===== src/hw/rtl/av1_sequence_header_parser_macros.svh =====
// assertion macros for the av1 sequence header parser
// no dependencies; define NO_ASSERTIONS to compile them out
`ifndef AV1_SEQUENCE_HEADER_PARSER_MACROS_SVH
`define AV1_SEQUENCE_HEADER_PARSER_MACROS_SVH
`ifndef NO_ASSERTIONS
`define AV1SH_ASSERT_SAME(lbl, ante, cons) \
    lbl: assert property (@(posedge clk) disable iff (!rst_n) (ante) |-> (cons)) \
        else $error("av1sh assertion failed");
`define AV1SH_ASSERT_NEXT(lbl, ante, cons) \
    lbl: assert property (@(posedge clk) disable iff (!rst_n) (ante) |=> (cons)) \
        else $error("av1sh assertion failed");
`else
`define AV1SH_ASSERT_SAME(lbl, ante, cons)
`define AV1SH_ASSERT_NEXT(lbl, ante, cons)
`endif
`endif


===== src/hw/rtl/av1sh_pkg.sv =====
// shared types, element codes and helpers for the av1 sequence header parser
// no dependencies
package av1sh_pkg;

    localparam int MAX_POINTS = 32;
    localparam int PT_W = $clog2(MAX_POINTS);
    localparam int MAX_RES = 6;
    localparam int CNT_W = $clog2(MAX_RES + 1);

    typedef enum logic [5:0] {
        E_PROFILE, E_STILL, E_REDUCED, E_TIMING, E_DISP_TICK, E_TIME_SCALE,
        E_EQUAL, E_TICKS_M1, E_DMI, E_BDL, E_DEC_TICK, E_BRTL, E_FPTL, E_IDD,
        E_OPS, E_IDC, E_LEVEL, E_TIER, E_MODEL_OP, E_DEC_DELAY, E_ENC_DELAY,
        E_LOW_DELAY, E_IDD_OP, E_IDD_M1, E_SEL_LEVEL, E_SEL_TIER, E_FWB, E_FHB,
        E_MAXW, E_MAXH, E_FID, E_DELTA_ID, E_ADD_ID, E_SB128, E_FINTRA, E_EDGE,
        E_INTERINTRA, E_MASKED, E_WARPED, E_DUAL, E_ORDER, E_JNT, E_REFMVS,
        E_SCT, E_IMV, E_OHB, E_SUPERRES, E_CDEF, E_RESTORE, E_BIT_DEPTH,
        E_MONO, E_PRIM, E_TRANSFER, E_MATRIX, E_RANGE, E_SSX, E_SSY, E_CSP,
        E_SEP_UV, E_FILM
    } elem_t;

    typedef enum logic [1:0] {
        ST_ELEM, ST_DONE, ST_BAD_DATA, ST_BAD_ARG
    } status_t;

    typedef struct packed {
        logic header_bit;
        logic starts_header;
    } in_t;

    typedef struct packed {
        logic [5:0]      element_code;
        logic [31:0]     element_value;
        logic [PT_W-1:0] point_index;
        logic [1:0]      parse_status;
        logic            run_last;
    } out_t;

    typedef struct packed {
        logic [5:0]      code;
        logic [31:0]     value;
        logic [PT_W-1:0] point;
        status_t         status;
    } res_t;

    typedef struct packed {
        res_t [MAX_RES-1:0] slot;
        logic [CNT_W-1:0]   cnt;
    } batch_t;

    function automatic batch_t push(batch_t b, logic [5:0] code, logic [31:0] value,
                                    logic [PT_W-1:0] point, status_t st);
        batch_t r;
        r = b;
        if (b.cnt < CNT_W'(MAX_RES))
        begin
            r.slot[b.cnt] = '{code, value, point, st};
            r.cnt = b.cnt + CNT_W'(1);
        end
        return r;
    endfunction

endpackage


===== src/hw/rtl/av1sh_step.sv =====
// per-bit syntax step: parse state registers and the result batch of one bit
// depends on av1sh_pkg
module av1sh_step (
    input  logic                          clk,
    input  logic                          rst_n,
    input  logic                          accept,
    input  av1sh_pkg::in_t                word,
    input  logic                          cfg_we,
    input  logic [av1sh_pkg::PT_W-1:0]    cfg_data,
    output av1sh_pkg::batch_t             batch
);

    typedef enum logic [6:0] {
        S_IDLE, S_PROFILE, S_STILL, S_REDUCED, S_RLEVEL, S_TIMING, S_DISP_TICK,
        S_TIME_SCALE, S_EQUAL, S_UVLC, S_UVLC_BITS, S_DMI, S_BDL, S_DEC_TICK,
        S_BRTL, S_FPTL, S_IDD, S_OPS, S_IDC, S_LEVEL, S_TIER, S_MODEL_OP,
        S_DEC_DELAY, S_ENC_DELAY, S_LOW_DELAY, S_IDD_OP, S_IDD_M1, S_FWB, S_FHB,
        S_MAXW, S_MAXH, S_FID, S_DELTA_ID, S_ADD_ID, S_SB128, S_FINTRA, S_EDGE,
        S_INTERINTRA, S_MASKED, S_WARPED, S_DUAL, S_ORDER, S_JNT, S_REFMVS,
        S_SCT_CHOOSE, S_SCT, S_IMV_CHOOSE, S_IMV, S_OHB, S_SUPERRES, S_CDEF,
        S_RESTORE, S_HIGH_BD, S_TWELVE, S_MONO, S_DESC, S_PRIM, S_TRANSFER,
        S_MATRIX, S_RANGE, S_SSX, S_SSY, S_CSP, S_SEP_UV, S_FILM, S_TRAIL_ONE,
        S_TRAIL_ZERO
    } step_t;

    typedef struct packed {
        step_t       step;
        logic [5:0]  left;
        logic [31:0] acc;
        logic [5:0]  zc;
        logic [2:0]  prof;
        logic        still;
        logic        reduced;
        logic        dmi;
        logic        idd;
        logic        order;
        logic        mono;
        logic        tick0;
        logic [5:0]  dlen;
        logic [av1sh_pkg::PT_W-1:0] pm1;
        logic [av1sh_pkg::PT_W-1:0] pc;
        logic [4:0]  wbits;
        logic [4:0]  hbits;
        logic [23:0] colour;
        logic [1:0]  depth;
        logic [2:0]  pos;
        logic [4:0]  lvl;
        logic        tier;
    } st_t;

    typedef struct packed {
        logic       en;
        step_t      step;
        logic [5:0] len;
    } go_t;

    st_t st_reg, st_next, cur;
    logic [av1sh_pkg::PT_W-1:0] sel_reg, sel_next;
    av1sh_pkg::batch_t b;
    go_t g;
    logic [31:0] v;
    logic [5:0] left1;
    logic bit_in, vb, do_at, do_am, do_pd, do_ai, do_ad, do_desc;

    function automatic go_t gt(step_t s, logic [5:0] l);
        go_t r;
        r.en = 1'b1;
        r.step = s;
        r.len = l;
        return r;
    endfunction

    function automatic av1sh_pkg::batch_t em(av1sh_pkg::batch_t bi, av1sh_pkg::elem_t c,
                                             logic [31:0] val);
        return av1sh_pkg::push(bi, c, val, '0, av1sh_pkg::ST_ELEM);
    endfunction

    function automatic av1sh_pkg::batch_t emp(av1sh_pkg::batch_t bi, av1sh_pkg::elem_t c,
                                              logic [31:0] val,
                                              logic [av1sh_pkg::PT_W-1:0] p);
        return av1sh_pkg::push(bi, c, val, p, av1sh_pkg::ST_ELEM);
    endfunction

    function automatic av1sh_pkg::batch_t fin(av1sh_pkg::batch_t bi, av1sh_pkg::status_t s);
        return av1sh_pkg::push(bi, '0, '0, '0, s);
    endfunction

    always_comb
    begin
        bit_in = word.header_bit;
        cur = st_reg;
        if (word.starts_header)
        begin
            cur = '0;
            cur.step = S_PROFILE;
            cur.left = 6'd3;
        end
        st_next = cur;
        b = '0;
        g = '0;
        v = {cur.acc[30:0], bit_in};
        vb = (v != '0);
        left1 = (cur.left != '0) ? cur.left - 6'd1 : '0;
        do_at = 1'b0;
        do_am = 1'b0;
        do_pd = 1'b0;
        do_ai = 1'b0;
        do_ad = 1'b0;
        do_desc = 1'b0;
        sel_next = cfg_we ? cfg_data : sel_reg;
        if (cur.step != S_IDLE)
        begin
            st_next.pos = cur.pos + 3'd1;
            if (cur.step == S_UVLC)
            begin
                if (!bit_in)
                begin
                    if (cur.zc < 6'd32)
                        st_next.zc = cur.zc + 6'd1;
                end
                else if (cur.zc >= 6'd32)
                begin
                    b = em(b, av1sh_pkg::E_TICKS_M1, 32'hFFFF_FFFF);
                    g = gt(S_DMI, 6'd1);
                end
                else if (cur.zc == '0)
                begin
                    b = em(b, av1sh_pkg::E_TICKS_M1, '0);
                    g = gt(S_DMI, 6'd1);
                end
                else
                    g = gt(S_UVLC_BITS, cur.zc);
            end
            else if (cur.step == S_TRAIL_ONE || cur.step == S_TRAIL_ZERO)
            begin
                if (bit_in != (cur.step == S_TRAIL_ONE))
                begin
                    b = fin(b, av1sh_pkg::ST_BAD_DATA);
                    g = gt(S_IDLE, '0);
                end
                else if (st_next.pos == '0)
                begin
                    b = fin(b, av1sh_pkg::ST_DONE);
                    g = gt(S_IDLE, '0);
                end
                else
                    g = gt(S_TRAIL_ZERO, '0);
            end
            else
            begin
                st_next.acc = v;
                st_next.left = left1;
                if (left1 == '0)
                begin
                    unique case (cur.step)
                        S_PROFILE:
                        begin
                            st_next.prof = v[2:0];
                            b = em(b, av1sh_pkg::E_PROFILE, v);
                            g = gt(S_STILL, 6'd1);
                        end
                        S_STILL:
                        begin
                            st_next.still = vb;
                            b = em(b, av1sh_pkg::E_STILL, v);
                            g = gt(S_REDUCED, 6'd1);
                        end
                        S_REDUCED:
                        begin
                            st_next.reduced = vb;
                            b = em(b, av1sh_pkg::E_REDUCED, v);
                            if (cur.prof > 3'd2 || (vb && !cur.still))
                            begin
                                b = fin(b, av1sh_pkg::ST_BAD_DATA);
                                g = gt(S_IDLE, '0);
                            end
                            else if (vb)
                            begin
                                if (sel_reg != '0)
                                begin
                                    b = fin(b, av1sh_pkg::ST_BAD_ARG);
                                    g = gt(S_IDLE, '0);
                                end
                                else
                                    g = gt(S_RLEVEL, 6'd5);
                            end
                            else
                                g = gt(S_TIMING, 6'd1);
                        end
                        S_RLEVEL:
                        begin
                            st_next.pc = '0;
                            b = emp(b, av1sh_pkg::E_LEVEL, v, '0);
                            b = em(b, av1sh_pkg::E_OPS, 32'd1);
                            b = emp(b, av1sh_pkg::E_SEL_LEVEL, v, '0);
                            b = emp(b, av1sh_pkg::E_SEL_TIER, '0, '0);
                            g = gt(S_FWB, 6'd4);
                        end
                        S_TIMING:
                        begin
                            b = em(b, av1sh_pkg::E_TIMING, v);
                            g = vb ? gt(S_DISP_TICK, 6'd32) : gt(S_IDD, 6'd1);
                        end
                        S_DISP_TICK:
                        begin
                            st_next.tick0 = !vb;
                            b = em(b, av1sh_pkg::E_DISP_TICK, v);
                            g = gt(S_TIME_SCALE, 6'd32);
                        end
                        S_TIME_SCALE:
                        begin
                            b = em(b, av1sh_pkg::E_TIME_SCALE, v);
                            if (cur.tick0 || !vb)
                            begin
                                b = fin(b, av1sh_pkg::ST_BAD_DATA);
                                g = gt(S_IDLE, '0);
                            end
                            else
                                g = gt(S_EQUAL, 6'd1);
                        end
                        S_EQUAL:
                        begin
                            b = em(b, av1sh_pkg::E_EQUAL, v);
                            if (vb)
                            begin
                                g = gt(S_UVLC, '0);
                                st_next.zc = '0;
                            end
                            else
                                g = gt(S_DMI, 6'd1);
                        end
                        S_UVLC_BITS:
                        begin
                            b = em(b, av1sh_pkg::E_TICKS_M1,
                                   v + ((32'd1 << cur.zc[4:0]) - 32'd1));
                            g = gt(S_DMI, 6'd1);
                        end
                        S_DMI:
                        begin
                            st_next.dmi = vb;
                            b = em(b, av1sh_pkg::E_DMI, v);
                            g = vb ? gt(S_BDL, 6'd5) : gt(S_IDD, 6'd1);
                        end
                        S_BDL:
                        begin
                            st_next.dlen = {1'b0, v[4:0]} + 6'd1;
                            b = em(b, av1sh_pkg::E_BDL, 32'(st_next.dlen));
                            g = gt(S_DEC_TICK, 6'd32);
                        end
                        S_DEC_TICK:
                        begin
                            b = em(b, av1sh_pkg::E_DEC_TICK, v);
                            if (!vb)
                            begin
                                b = fin(b, av1sh_pkg::ST_BAD_DATA);
                                g = gt(S_IDLE, '0);
                            end
                            else
                                g = gt(S_BRTL, 6'd5);
                        end
                        S_BRTL:
                        begin
                            b = em(b, av1sh_pkg::E_BRTL, v + 32'd1);
                            g = gt(S_FPTL, 6'd5);
                        end
                        S_FPTL:
                        begin
                            b = em(b, av1sh_pkg::E_FPTL, v + 32'd1);
                            g = gt(S_IDD, 6'd1);
                        end
                        S_IDD:
                        begin
                            st_next.idd = vb;
                            b = em(b, av1sh_pkg::E_IDD, v);
                            g = gt(S_OPS, 6'd5);
                        end
                        S_OPS:
                        begin
                            st_next.pm1 = v[av1sh_pkg::PT_W-1:0];
                            st_next.pc = '0;
                            b = em(b, av1sh_pkg::E_OPS, v + 32'd1);
                            g = gt(S_IDC, 6'd12);
                        end
                        S_IDC:
                        begin
                            b = emp(b, av1sh_pkg::E_IDC, v, cur.pc);
                            g = gt(S_LEVEL, 6'd5);
                        end
                        S_LEVEL:
                        begin
                            b = emp(b, av1sh_pkg::E_LEVEL, v, cur.pc);
                            if (cur.pc == sel_reg)
                                st_next.lvl = v[4:0];
                            if (v > 32'd7)
                                g = gt(S_TIER, 6'd1);
                            else
                            begin
                                b = emp(b, av1sh_pkg::E_TIER, '0, cur.pc);
                                if (cur.pc == sel_reg)
                                    st_next.tier = 1'b0;
                                do_at = 1'b1;
                            end
                        end
                        S_TIER:
                        begin
                            b = emp(b, av1sh_pkg::E_TIER, v, cur.pc);
                            if (cur.pc == sel_reg)
                                st_next.tier = v[0];
                            do_at = 1'b1;
                        end
                        S_MODEL_OP:
                        begin
                            b = emp(b, av1sh_pkg::E_MODEL_OP, v, cur.pc);
                            if (vb)
                                g = gt(S_DEC_DELAY, cur.dlen);
                            else
                                do_am = 1'b1;
                        end
                        S_DEC_DELAY:
                        begin
                            b = emp(b, av1sh_pkg::E_DEC_DELAY, v, cur.pc);
                            g = gt(S_ENC_DELAY, cur.dlen);
                        end
                        S_ENC_DELAY:
                        begin
                            b = emp(b, av1sh_pkg::E_ENC_DELAY, v, cur.pc);
                            g = gt(S_LOW_DELAY, 6'd1);
                        end
                        S_LOW_DELAY:
                        begin
                            b = emp(b, av1sh_pkg::E_LOW_DELAY, v, cur.pc);
                            do_am = 1'b1;
                        end
                        S_IDD_OP:
                        begin
                            b = emp(b, av1sh_pkg::E_IDD_OP, v, cur.pc);
                            if (vb)
                                g = gt(S_IDD_M1, 6'd4);
                            else
                                do_pd = 1'b1;
                        end
                        S_IDD_M1:
                        begin
                            b = emp(b, av1sh_pkg::E_IDD_M1, v, cur.pc);
                            do_pd = 1'b1;
                        end
                        S_FWB:
                        begin
                            st_next.wbits = {1'b0, v[3:0]} + 5'd1;
                            b = em(b, av1sh_pkg::E_FWB, 32'(st_next.wbits));
                            g = gt(S_FHB, 6'd4);
                        end
                        S_FHB:
                        begin
                            st_next.hbits = {1'b0, v[3:0]} + 5'd1;
                            b = em(b, av1sh_pkg::E_FHB, 32'(st_next.hbits));
                            g = gt(S_MAXW, 6'(cur.wbits));
                        end
                        S_MAXW:
                        begin
                            b = em(b, av1sh_pkg::E_MAXW, v + 32'd1);
                            g = gt(S_MAXH, 6'(cur.hbits));
                        end
                        S_MAXH:
                        begin
                            b = em(b, av1sh_pkg::E_MAXH, v + 32'd1);
                            g = cur.reduced ? gt(S_SB128, 6'd1) : gt(S_FID, 6'd1);
                        end
                        S_FID:
                        begin
                            b = em(b, av1sh_pkg::E_FID, v);
                            g = vb ? gt(S_DELTA_ID, 6'd4) : gt(S_SB128, 6'd1);
                        end
                        S_DELTA_ID:
                        begin
                            b = em(b, av1sh_pkg::E_DELTA_ID, v + 32'd2);
                            g = gt(S_ADD_ID, 6'd3);
                        end
                        S_ADD_ID:
                        begin
                            b = em(b, av1sh_pkg::E_ADD_ID, v + 32'd1);
                            g = gt(S_SB128, 6'd1);
                        end
                        S_SB128:
                        begin
                            b = em(b, av1sh_pkg::E_SB128, v);
                            g = gt(S_FINTRA, 6'd1);
                        end
                        S_FINTRA:
                        begin
                            b = em(b, av1sh_pkg::E_FINTRA, v);
                            g = gt(S_EDGE, 6'd1);
                        end
                        S_EDGE:
                        begin
                            b = em(b, av1sh_pkg::E_EDGE, v);
                            if (cur.reduced)
                            begin
                                b = em(b, av1sh_pkg::E_SCT, 32'd2);
                                b = em(b, av1sh_pkg::E_IMV, 32'd2);
                                g = gt(S_SUPERRES, 6'd1);
                            end
                            else
                                g = gt(S_INTERINTRA, 6'd1);
                        end
                        S_INTERINTRA:
                        begin
                            b = em(b, av1sh_pkg::E_INTERINTRA, v);
                            g = gt(S_MASKED, 6'd1);
                        end
                        S_MASKED:
                        begin
                            b = em(b, av1sh_pkg::E_MASKED, v);
                            g = gt(S_WARPED, 6'd1);
                        end
                        S_WARPED:
                        begin
                            b = em(b, av1sh_pkg::E_WARPED, v);
                            g = gt(S_DUAL, 6'd1);
                        end
                        S_DUAL:
                        begin
                            b = em(b, av1sh_pkg::E_DUAL, v);
                            g = gt(S_ORDER, 6'd1);
                        end
                        S_ORDER:
                        begin
                            st_next.order = vb;
                            b = em(b, av1sh_pkg::E_ORDER, v);
                            g = vb ? gt(S_JNT, 6'd1) : gt(S_SCT_CHOOSE, 6'd1);
                        end
                        S_JNT:
                        begin
                            b = em(b, av1sh_pkg::E_JNT, v);
                            g = gt(S_REFMVS, 6'd1);
                        end
                        S_REFMVS:
                        begin
                            b = em(b, av1sh_pkg::E_REFMVS, v);
                            g = gt(S_SCT_CHOOSE, 6'd1);
                        end
                        S_SCT_CHOOSE:
                        begin
                            if (vb)
                            begin
                                b = em(b, av1sh_pkg::E_SCT, 32'd2);
                                g = gt(S_IMV_CHOOSE, 6'd1);
                            end
                            else
                                g = gt(S_SCT, 6'd1);
                        end
                        S_SCT:
                        begin
                            b = em(b, av1sh_pkg::E_SCT, v);
                            if (vb)
                                g = gt(S_IMV_CHOOSE, 6'd1);
                            else
                            begin
                                b = em(b, av1sh_pkg::E_IMV, 32'd2);
                                do_ai = 1'b1;
                            end
                        end
                        S_IMV_CHOOSE:
                        begin
                            if (vb)
                            begin
                                b = em(b, av1sh_pkg::E_IMV, 32'd2);
                                do_ai = 1'b1;
                            end
                            else
                                g = gt(S_IMV, 6'd1);
                        end
                        S_IMV:
                        begin
                            b = em(b, av1sh_pkg::E_IMV, v);
                            do_ai = 1'b1;
                        end
                        S_OHB:
                        begin
                            b = em(b, av1sh_pkg::E_OHB, v + 32'd1);
                            g = gt(S_SUPERRES, 6'd1);
                        end
                        S_SUPERRES:
                        begin
                            b = em(b, av1sh_pkg::E_SUPERRES, v);
                            g = gt(S_CDEF, 6'd1);
                        end
                        S_CDEF:
                        begin
                            b = em(b, av1sh_pkg::E_CDEF, v);
                            g = gt(S_RESTORE, 6'd1);
                        end
                        S_RESTORE:
                        begin
                            b = em(b, av1sh_pkg::E_RESTORE, v);
                            g = gt(S_HIGH_BD, 6'd1);
                        end
                        S_HIGH_BD:
                        begin
                            if (cur.prof == 3'd2 && vb)
                                g = gt(S_TWELVE, 6'd1);
                            else
                            begin
                                st_next.depth = vb ? 2'd1 : 2'd0;
                                b = em(b, av1sh_pkg::E_BIT_DEPTH, vb ? 32'd10 : 32'd8);
                                do_ad = 1'b1;
                            end
                        end
                        S_TWELVE:
                        begin
                            st_next.depth = vb ? 2'd2 : 2'd1;
                            b = em(b, av1sh_pkg::E_BIT_DEPTH, vb ? 32'd12 : 32'd10);
                            do_ad = 1'b1;
                        end
                        S_MONO:
                        begin
                            st_next.mono = vb;
                            b = em(b, av1sh_pkg::E_MONO, v);
                            g = gt(S_DESC, 6'd1);
                        end
                        S_DESC:
                        begin
                            if (vb)
                                g = gt(S_PRIM, 6'd8);
                            else
                            begin
                                st_next.colour = 24'h020202;
                                b = em(b, av1sh_pkg::E_PRIM, 32'd2);
                                b = em(b, av1sh_pkg::E_TRANSFER, 32'd2);
                                b = em(b, av1sh_pkg::E_MATRIX, 32'd2);
                                do_desc = 1'b1;
                            end
                        end
                        S_PRIM:
                        begin
                            st_next.colour = {v[7:0], 16'h0000};
                            b = em(b, av1sh_pkg::E_PRIM, v);
                            g = gt(S_TRANSFER, 6'd8);
                        end
                        S_TRANSFER:
                        begin
                            st_next.colour[15:8] = v[7:0];
                            b = em(b, av1sh_pkg::E_TRANSFER, v);
                            g = gt(S_MATRIX, 6'd8);
                        end
                        S_MATRIX:
                        begin
                            st_next.colour[7:0] = v[7:0];
                            b = em(b, av1sh_pkg::E_MATRIX, v);
                            do_desc = 1'b1;
                        end
                        S_RANGE:
                        begin
                            b = em(b, av1sh_pkg::E_RANGE, v);
                            if (cur.mono)
                            begin
                                b = em(b, av1sh_pkg::E_SSX, 32'd1);
                                b = em(b, av1sh_pkg::E_SSY, 32'd1);
                                b = em(b, av1sh_pkg::E_CSP, '0);
                                b = em(b, av1sh_pkg::E_SEP_UV, '0);
                                g = gt(S_FILM, 6'd1);
                            end
                            else if (cur.prof == 3'd0)
                            begin
                                b = em(b, av1sh_pkg::E_SSX, 32'd1);
                                b = em(b, av1sh_pkg::E_SSY, 32'd1);
                                g = gt(S_CSP, 6'd2);
                            end
                            else if (cur.prof == 3'd1)
                            begin
                                b = em(b, av1sh_pkg::E_SSX, '0);
                                b = em(b, av1sh_pkg::E_SSY, '0);
                                b = em(b, av1sh_pkg::E_CSP, '0);
                                g = gt(S_SEP_UV, 6'd1);
                            end
                            else if (cur.depth == 2'd2)
                                g = gt(S_SSX, 6'd1);
                            else
                            begin
                                b = em(b, av1sh_pkg::E_SSX, 32'd1);
                                b = em(b, av1sh_pkg::E_SSY, '0);
                                b = em(b, av1sh_pkg::E_CSP, '0);
                                g = gt(S_SEP_UV, 6'd1);
                            end
                        end
                        S_SSX:
                        begin
                            b = em(b, av1sh_pkg::E_SSX, v);
                            if (vb)
                                g = gt(S_SSY, 6'd1);
                            else
                            begin
                                b = em(b, av1sh_pkg::E_SSY, '0);
                                b = em(b, av1sh_pkg::E_CSP, '0);
                                g = gt(S_SEP_UV, 6'd1);
                            end
                        end
                        S_SSY:
                        begin
                            b = em(b, av1sh_pkg::E_SSY, v);
                            if (vb)
                                g = gt(S_CSP, 6'd2);
                            else
                            begin
                                b = em(b, av1sh_pkg::E_CSP, '0);
                                g = gt(S_SEP_UV, 6'd1);
                            end
                        end
                        S_CSP:
                        begin
                            b = em(b, av1sh_pkg::E_CSP, v);
                            g = gt(S_SEP_UV, 6'd1);
                        end
                        S_SEP_UV:
                        begin
                            b = em(b, av1sh_pkg::E_SEP_UV, v);
                            g = gt(S_FILM, 6'd1);
                        end
                        S_FILM:
                        begin
                            b = em(b, av1sh_pkg::E_FILM, v);
                            g = gt(S_TRAIL_ONE, '0);
                        end
                        default:
                            g = gt(S_IDLE, '0);
                    endcase
                end
            end
        end
        // follow-on decisions shared by several syntax steps
        if (do_at)
        begin
            if (cur.dmi)
                g = gt(S_MODEL_OP, 6'd1);
            else
                do_am = 1'b1;
        end
        if (do_am)
        begin
            if (cur.idd)
                g = gt(S_IDD_OP, 6'd1);
            else
                do_pd = 1'b1;
        end
        if (do_pd)
        begin
            if (cur.pc == cur.pm1)
            begin
                if (sel_reg > cur.pm1
                    || {1'b0, sel_reg} >= (av1sh_pkg::PT_W + 1)'(av1sh_pkg::MAX_POINTS))
                begin
                    b = fin(b, av1sh_pkg::ST_BAD_ARG);
                    g = gt(S_IDLE, '0);
                end
                else
                begin
                    b = emp(b, av1sh_pkg::E_SEL_LEVEL, 32'(st_next.lvl), sel_reg);
                    b = emp(b, av1sh_pkg::E_SEL_TIER, 32'(st_next.tier), sel_reg);
                    g = gt(S_FWB, 6'd4);
                end
            end
            else
            begin
                st_next.pc = cur.pc + av1sh_pkg::PT_W'(1);
                g = gt(S_IDC, 6'd12);
            end
        end
        if (do_ai)
            g = cur.order ? gt(S_OHB, 6'd3) : gt(S_SUPERRES, 6'd1);
        if (do_ad)
        begin
            if (cur.prof == 3'd1)
            begin
                st_next.mono = 1'b0;
                b = em(b, av1sh_pkg::E_MONO, '0);
                g = gt(S_DESC, 6'd1);
            end
            else
                g = gt(S_MONO, 6'd1);
        end
        if (do_desc)
        begin
            if (!st_next.mono && st_next.colour == 24'h010D00)
            begin
                b = em(b, av1sh_pkg::E_RANGE, 32'd1);
                b = em(b, av1sh_pkg::E_SSX, '0);
                b = em(b, av1sh_pkg::E_SSY, '0);
                g = gt(S_SEP_UV, 6'd1);
            end
            else
                g = gt(S_RANGE, 6'd1);
        end
        if (g.en)
        begin
            st_next.step = g.step;
            st_next.left = g.len;
            st_next.acc = '0;
        end
    end

    assign batch = b;

    always_ff @(posedge clk or negedge rst_n)
    begin
        if (!rst_n)
        begin
            st_reg <= '0;
            sel_reg <= '0;
        end
        else
        begin
            sel_reg <= sel_next;
            if (accept)
                st_reg <= st_next;
        end
    end

endmodule


===== src/hw/rtl/av1sh_outq.sv =====
// result register: holds a bit's batch, hands out a word per out_ready cycle
// depends on av1sh_pkg
module av1sh_outq (
    input  logic              clk,
    input  logic              rst_n,
    input  logic              load,
    input  av1sh_pkg::batch_t batch_in,
    output logic              can_load,
    output logic              out_valid,
    input  logic              out_ready,
    output av1sh_pkg::out_t   out_word
);

    av1sh_pkg::res_t [av1sh_pkg::MAX_RES-1:0] slot_reg;
    logic [av1sh_pkg::CNT_W-1:0] cnt_reg, cnt_next, idx_reg, idx_next;
    logic busy, last;
    av1sh_pkg::res_t cur;

    assign busy = idx_reg < cnt_reg;
    assign last = (idx_reg + av1sh_pkg::CNT_W'(1)) == cnt_reg;
    assign can_load = !busy || (last && out_ready);
    assign out_valid = busy;
    assign cur = slot_reg[idx_reg];

    always_comb
    begin
        out_word.element_code = cur.code;
        out_word.element_value = cur.value;
        out_word.point_index = cur.point;
        out_word.parse_status = cur.status;
        out_word.run_last = last;
    end

    always_comb
    begin
        cnt_next = cnt_reg;
        idx_next = idx_reg;
        if (load)
        begin
            cnt_next = batch_in.cnt;
            idx_next = '0;
        end
        else if (busy && out_ready)
            idx_next = idx_reg + av1sh_pkg::CNT_W'(1);
    end

    always_ff @(posedge clk or negedge rst_n)
    begin
        if (!rst_n)
        begin
            cnt_reg <= '0;
            idx_reg <= '0;
        end
        else
        begin
            cnt_reg <= cnt_next;
            idx_reg <= idx_next;
        end
    end

    always_ff @(posedge clk)
    begin
        if (load)
            slot_reg <= batch_in.slot;
    end

endmodule


===== src/hw/rtl/av1_sequence_header_parser.sv =====
// AV1 sequence header parser: takes one payload bit per accepted word and
// reports each completed syntax element, then a closing status. A bit is
// accepted every cycle while it yields at most one result and out_ready is
// high; a bit with more results holds the input until its last word is out,
// as results leave one word per ready cycle. Configuration is always ready.
// depends on av1sh_pkg, av1sh_step, av1sh_outq and the macros header
`include "av1_sequence_header_parser_macros.svh"
module av1_sequence_header_parser (
    input  logic                       clk,
    input  logic                       rst_n,
    input  logic                       in_valid,
    output logic                       in_ready,
    input  av1sh_pkg::in_t             in_word,
    output logic                       out_valid,
    input  logic                       out_ready,
    output av1sh_pkg::out_t            out_word,
    input  logic                       cfg_valid,
    output logic                       cfg_ready,
    input  logic [av1sh_pkg::PT_W-1:0] cfg_data
);

    logic in_accept;
    av1sh_pkg::batch_t batch;

    assign cfg_ready = 1'b1;
    assign in_accept = in_valid && in_ready;

    av1sh_step u_step (
        .clk      (clk),
        .rst_n    (rst_n),
        .accept   (in_accept),
        .word     (in_word),
        .cfg_we   (cfg_valid && cfg_ready),
        .cfg_data (cfg_data),
        .batch    (batch)
    );

    av1sh_outq u_outq (
        .clk       (clk),
        .rst_n     (rst_n),
        .load      (in_accept),
        .batch_in  (batch),
        .can_load  (in_ready),
        .out_valid (out_valid),
        .out_ready (out_ready),
        .out_word  (out_word)
    );

    `AV1SH_ASSERT_SAME(a_load_only_on_last, in_ready && out_valid, out_ready && out_word.run_last)
    `AV1SH_ASSERT_NEXT(a_batch_continues, out_valid && out_ready && !out_word.run_last, out_valid)
    `AV1SH_ASSERT_SAME(a_status_is_last, out_valid && out_word.parse_status != 2'(av1sh_pkg::ST_ELEM), out_word.run_last)

endmodule


===== config.mk =====
export PLATFORM = sky130hd
export DESIGN_NAME = av1_sequence_header_parser
export DESIGN_NICKNAME = d
export VERILOG_FILES = /design/src/hw/rtl/av1sh_pkg.sv /design/src/hw/rtl/av1sh_step.sv /design/src/hw/rtl/av1sh_outq.sv /design/src/hw/rtl/av1_sequence_header_parser.sv
export VERILOG_INCLUDE_DIRS = /design/src /design/src/hw/rtl
export SDC_FILE = /design/constraint.sdc
export NUM_CORES = 1
export LEC_CHECK = 0
export BUFFER_PORTS_ARGS = -buffer_cell sky130_fd_sc_hd__buf_2
export CAP_MARGIN = 25
export CORE_MARGIN = 1
export CORE_UTILIZATION = 40
export CTS_CLUSTER_DIAMETER = 120
export DETAILED_ROUTE_END_ITERATION = 6
export PLACE_DENSITY = 0.59
export SYNTH_ARGS = -nofsm -noshare
export SYNTH_HDL_FRONTEND = slang
export SYNTH_SLANG_ARGS = --single-unit
export TNS_END_PERCENT = 100

===== constraint.sdc =====
create_clock -name clk -period 16.8 [get_ports clk]
set_clock_uncertainty 0.15 [all_clocks]
set_input_delay 3.36 -clock clk [delete_from_list [all_inputs] [get_ports clk]]
set_output_delay 3.36 -clock clk [all_outputs]
set_load 0.02 [all_outputs]

==> flow_metrics.py <==
metrics = {
    "clock_network": {
        "postCtsSetupRepairBufs": 0,
        "clock-sinks": 290,
        "buffer_levels_on_the_longest_clock_path": 3,
        "worst_setup_hold_path_clk_slew_ns": 0.06,
        "post_cts_resize_count": 0,
        "post_cts_hold_buffer_count": 0,
        "cts_tree": "done",
        "cts_htree_levels": 2,
        "clk-insertion-delay-late_ns": 0.55,
        "tritoncts.num_buffers": 35,
        "ctsRootBufferMaster": "clkbuf_16",
    },
    "floorplanning": {
        "core_region_mm2": 0.0540,
        "row_count": 85,
        "ioPinCount": 61,
        "floorplan.die_area_mm2": 0.0559,
        "fp.dieW_um": 236,
        "die_h_um": 236,
        "starting_utilization_of_the_core_area": 0.407,
    },
    "final_layout": {
        "finalCoreUtilization": 0.448,
        "area_growth_pct": 10.0,
        "largest_reg_flops": 158,
        "layout.cells.most_common_list": "337 x nand2_1, 258 x nor2_1, 248 x o21ai_0",
        "layout_commonest_cell": "nand2_1",
        "drive_above_1_share": 0.107,
        "nets": 2708,
        "finalNonFillerCells": 3335,
    },
    "setup_path": {
        "timing.reg2reg.worst_path_depth": 28,
        "worst-endpoint-required_ns": 17.04,
        "critical_path_class": "in -> reg",
        "critical_path.max_fanout": 52,
        "cp_data_arrival_time_ns": 10.51,
        "ff2ff_setup_slack_ns": 9.32,
        "critical_path.startpoint_type": "primary input",
        "critical_path.endpoint_type": "flip-flop",
        "regToRegStartpoint": "u_step.st_reg[77]",
        "worstReg2RegEnd": "u_outq.slot_reg[177]",
    },
    "synth": {
        "synth_sequential_area_ratio": 0.366,
        "synth-edff-count": 158,
        "synth.top_cells.by_area": "edfxtp_1 22%, dfrtp_1 15%, nand2_1 5.8%, o21ai_0 5.6%, ha_1 4.7%",
        "synthDominantCellAreaShare": 0.216,
        "yosysUniqueCellTypes": 127,
        "syn_inst": 2591,
        "flip_flop_cell_with_the_highest_count_after_synthesis": "edfxtp_1",
        "ys_warn_count": 0,
        "postSynth.asyncResetShare": 0.455,
        "synth_seq_cells": 290,
        "mapped_area_mm2": 0.0220,
        "syn_area_per_cell_um2": 8.49,
        "dominant_cell_type_by_area_after_synthesis": "edfxtp_1",
    },
    "hold_path": {
        "hold_start": "u_step.st_reg[7]",
        "whs_endpoint": "u_step.st_reg[7]",
        "hold_path_depth": 2,
        "hp-class": "reg -> reg",
    },
    "timing": {
        "final_hold_viol_count": 0,
        "setup_viol": 0,
        "setup_repair_after_global_routing_missed_its_margin": "no",
        "report.final.slew_viol_count": 0,
        "finalCriticalPeriod_ns": 10.27,
        "hold_slack_final_ns": 0.324,
        "worst-slew-pin-transition_ns": 1.07,
        "final.period_utilization": 0.611,
        "achievable-frequency_mhz": 97.4,
        "timing.max_slew.rel_slack": 0.289,
        "fin_setup_tns_ns": 0,
    },
    "grt": {
        "gr-usage-all-layers": 0.329,
        "grt_first_pass_wirelength_mm": 137,
        "grt.overflow.total": 0,
        "grt_start_max_net_pins": 107,
        "grt_antenna_before_repair": 6,
        "first_global_vias": 20300,
    },
    "detailed_routing": {
        "vias": 21500,
        "routed_via_density": 6.44,
        "drt.antenna.violating_nets": 0,
        "wl_per_cell_um": 28.0,
        "initialDrtViolationCount": 2815,
        "route.final.wire_length_mm": 93.4,
        "firstDrtPassIters": 6,
        "drc": 0,
    },
    "job": {
        "cap_violations": 0,
    },
    "power_and_ir_drop": {
        "vdd_ir_drop_max_mv": 0.120,
        "leakage_uw": 0.00955,
        "p_per_area_mw_per_mm2": 166,
    },
    "place": {
        "dp.final_hpwl_mm": 69.3,
        "place_inst": 3271,
        "numPortBuffers": 59,
        "gp_routability_congestion": 1.04,
    },
    "status": {
        "status": "completed",
    },
}
[cells by family (layout without fill, tap and decap cells)]
group                    after synthesis  count (layout)  share of synthesized area
AO/OA/AOI/OAI                        769             769                      0.228
XOR/XNOR                              68              68                     0.0278
adder cells (fa/ha/maj)               85              85                     0.0486
buffers and inverters                281             297                     0.0541
flip-flops                           290             290                      0.366
multiplexers                          85              85                     0.0497
other                                  2              34                   0.000342
AND/OR/NAND/NOR                     1011            1011                      0.226
[cell type report]
type / count / area, um2
antenna: 1 / 2.50
clock buffer: 43 / 926
clock inverter: 20 / 248
fill: 5341 / 29800
inverter: 117 / 447
multi-input combinational: 2051 / 12900
sequential: 290 / 8050
tap: 696 / 871
timing repair buffer: 117 / 757
[worst max-delay path: stages]
cell and delay [ns]:
buf_4 0.41, buf_4 0.61, nand3b_4 0.34, o22ai_1 0.20
o31ai_4 0.33, nand4_1 0.18, o31a_4 0.51, o41a_1 0.23
o21bai_1 0.76, xor2_1 0.20, ha_1 0.35, nor2_1 0.16
mux2_4 0.20, inv_1 0.05, ha_1 0.29, nand2_1 0.11
nand2_2 0.11, ha_1 0.44, inv_1 0.09, nand2_1 0.07
ha_1 0.22, nor2b_1 0.20, nand2b_1 0.09, o41ai_2 0.31
nor2_2 0.15, or3_4 0.38, nand3_1 0.09
[worst max-delay path by stage]
stage / startpoint / cells past startpoint / end / slack (ns)
global placement: in_word[0] / 27 / u_outq.slot_reg[177] / 6.32
global route: in_word[0] / 27 / u_outq.slot_reg[177] / 5.96
CTS: in_word[0] / 27 / u_outq.slot_reg[177] / 6.64
finish: in_word[0] / 27 / u_outq.slot_reg[177] / 6.53
detailed placement: in_word[0] / 27 / u_outq.slot_reg[177] / 6.11
floorplan: in_word[0] / 36 / u_outq.cnt_reg[1] / 6.73
[per-stage QoR]
step	power [uW]	area [um2]	setup slack, ns
floorplan	2520	22100	6.73
global placement	3200	23000	6.32
detailed placement	3220	23000	6.11
CTS	4010	24200	6.64
global route	4220	24200	5.96
finish	4030	24200	6.53
[Yosys cell counts (26+ instances only)]
master,number
nor2_1,261
xnor2_1,42
nand2_1,338
clkbuf_1,106
ha_1,83
nor3_1,63
dfrtp_1,132
o21ai_0,248
nand3_1,72
a31oi_1,42
buf_2,29
a22o_1,29
a21oi_1,149
nor2b_1,53
inv_1,112
edfxtp_1,158
and2_1,26
mux2i_1,57
[power by group]
| group | switching (uW) | internal, uW |
|---|---|---|
| clock | 311 | 471 |
| sequential | 120 | 1000 |
| combinational | 1470 | 651 |
| total | 1900 | 2120 |
[metal layers]
metal,up-vias,GRT usage,wire (um)
li1,9497,-,-
met1,10600,0.467,40400
met2,1218,0.492,40100
met3,180,0.0773,9760
met4,6,0.108,3100
met5,-,0,37
No activity file was read; power rests on OpenSTA's default activity.
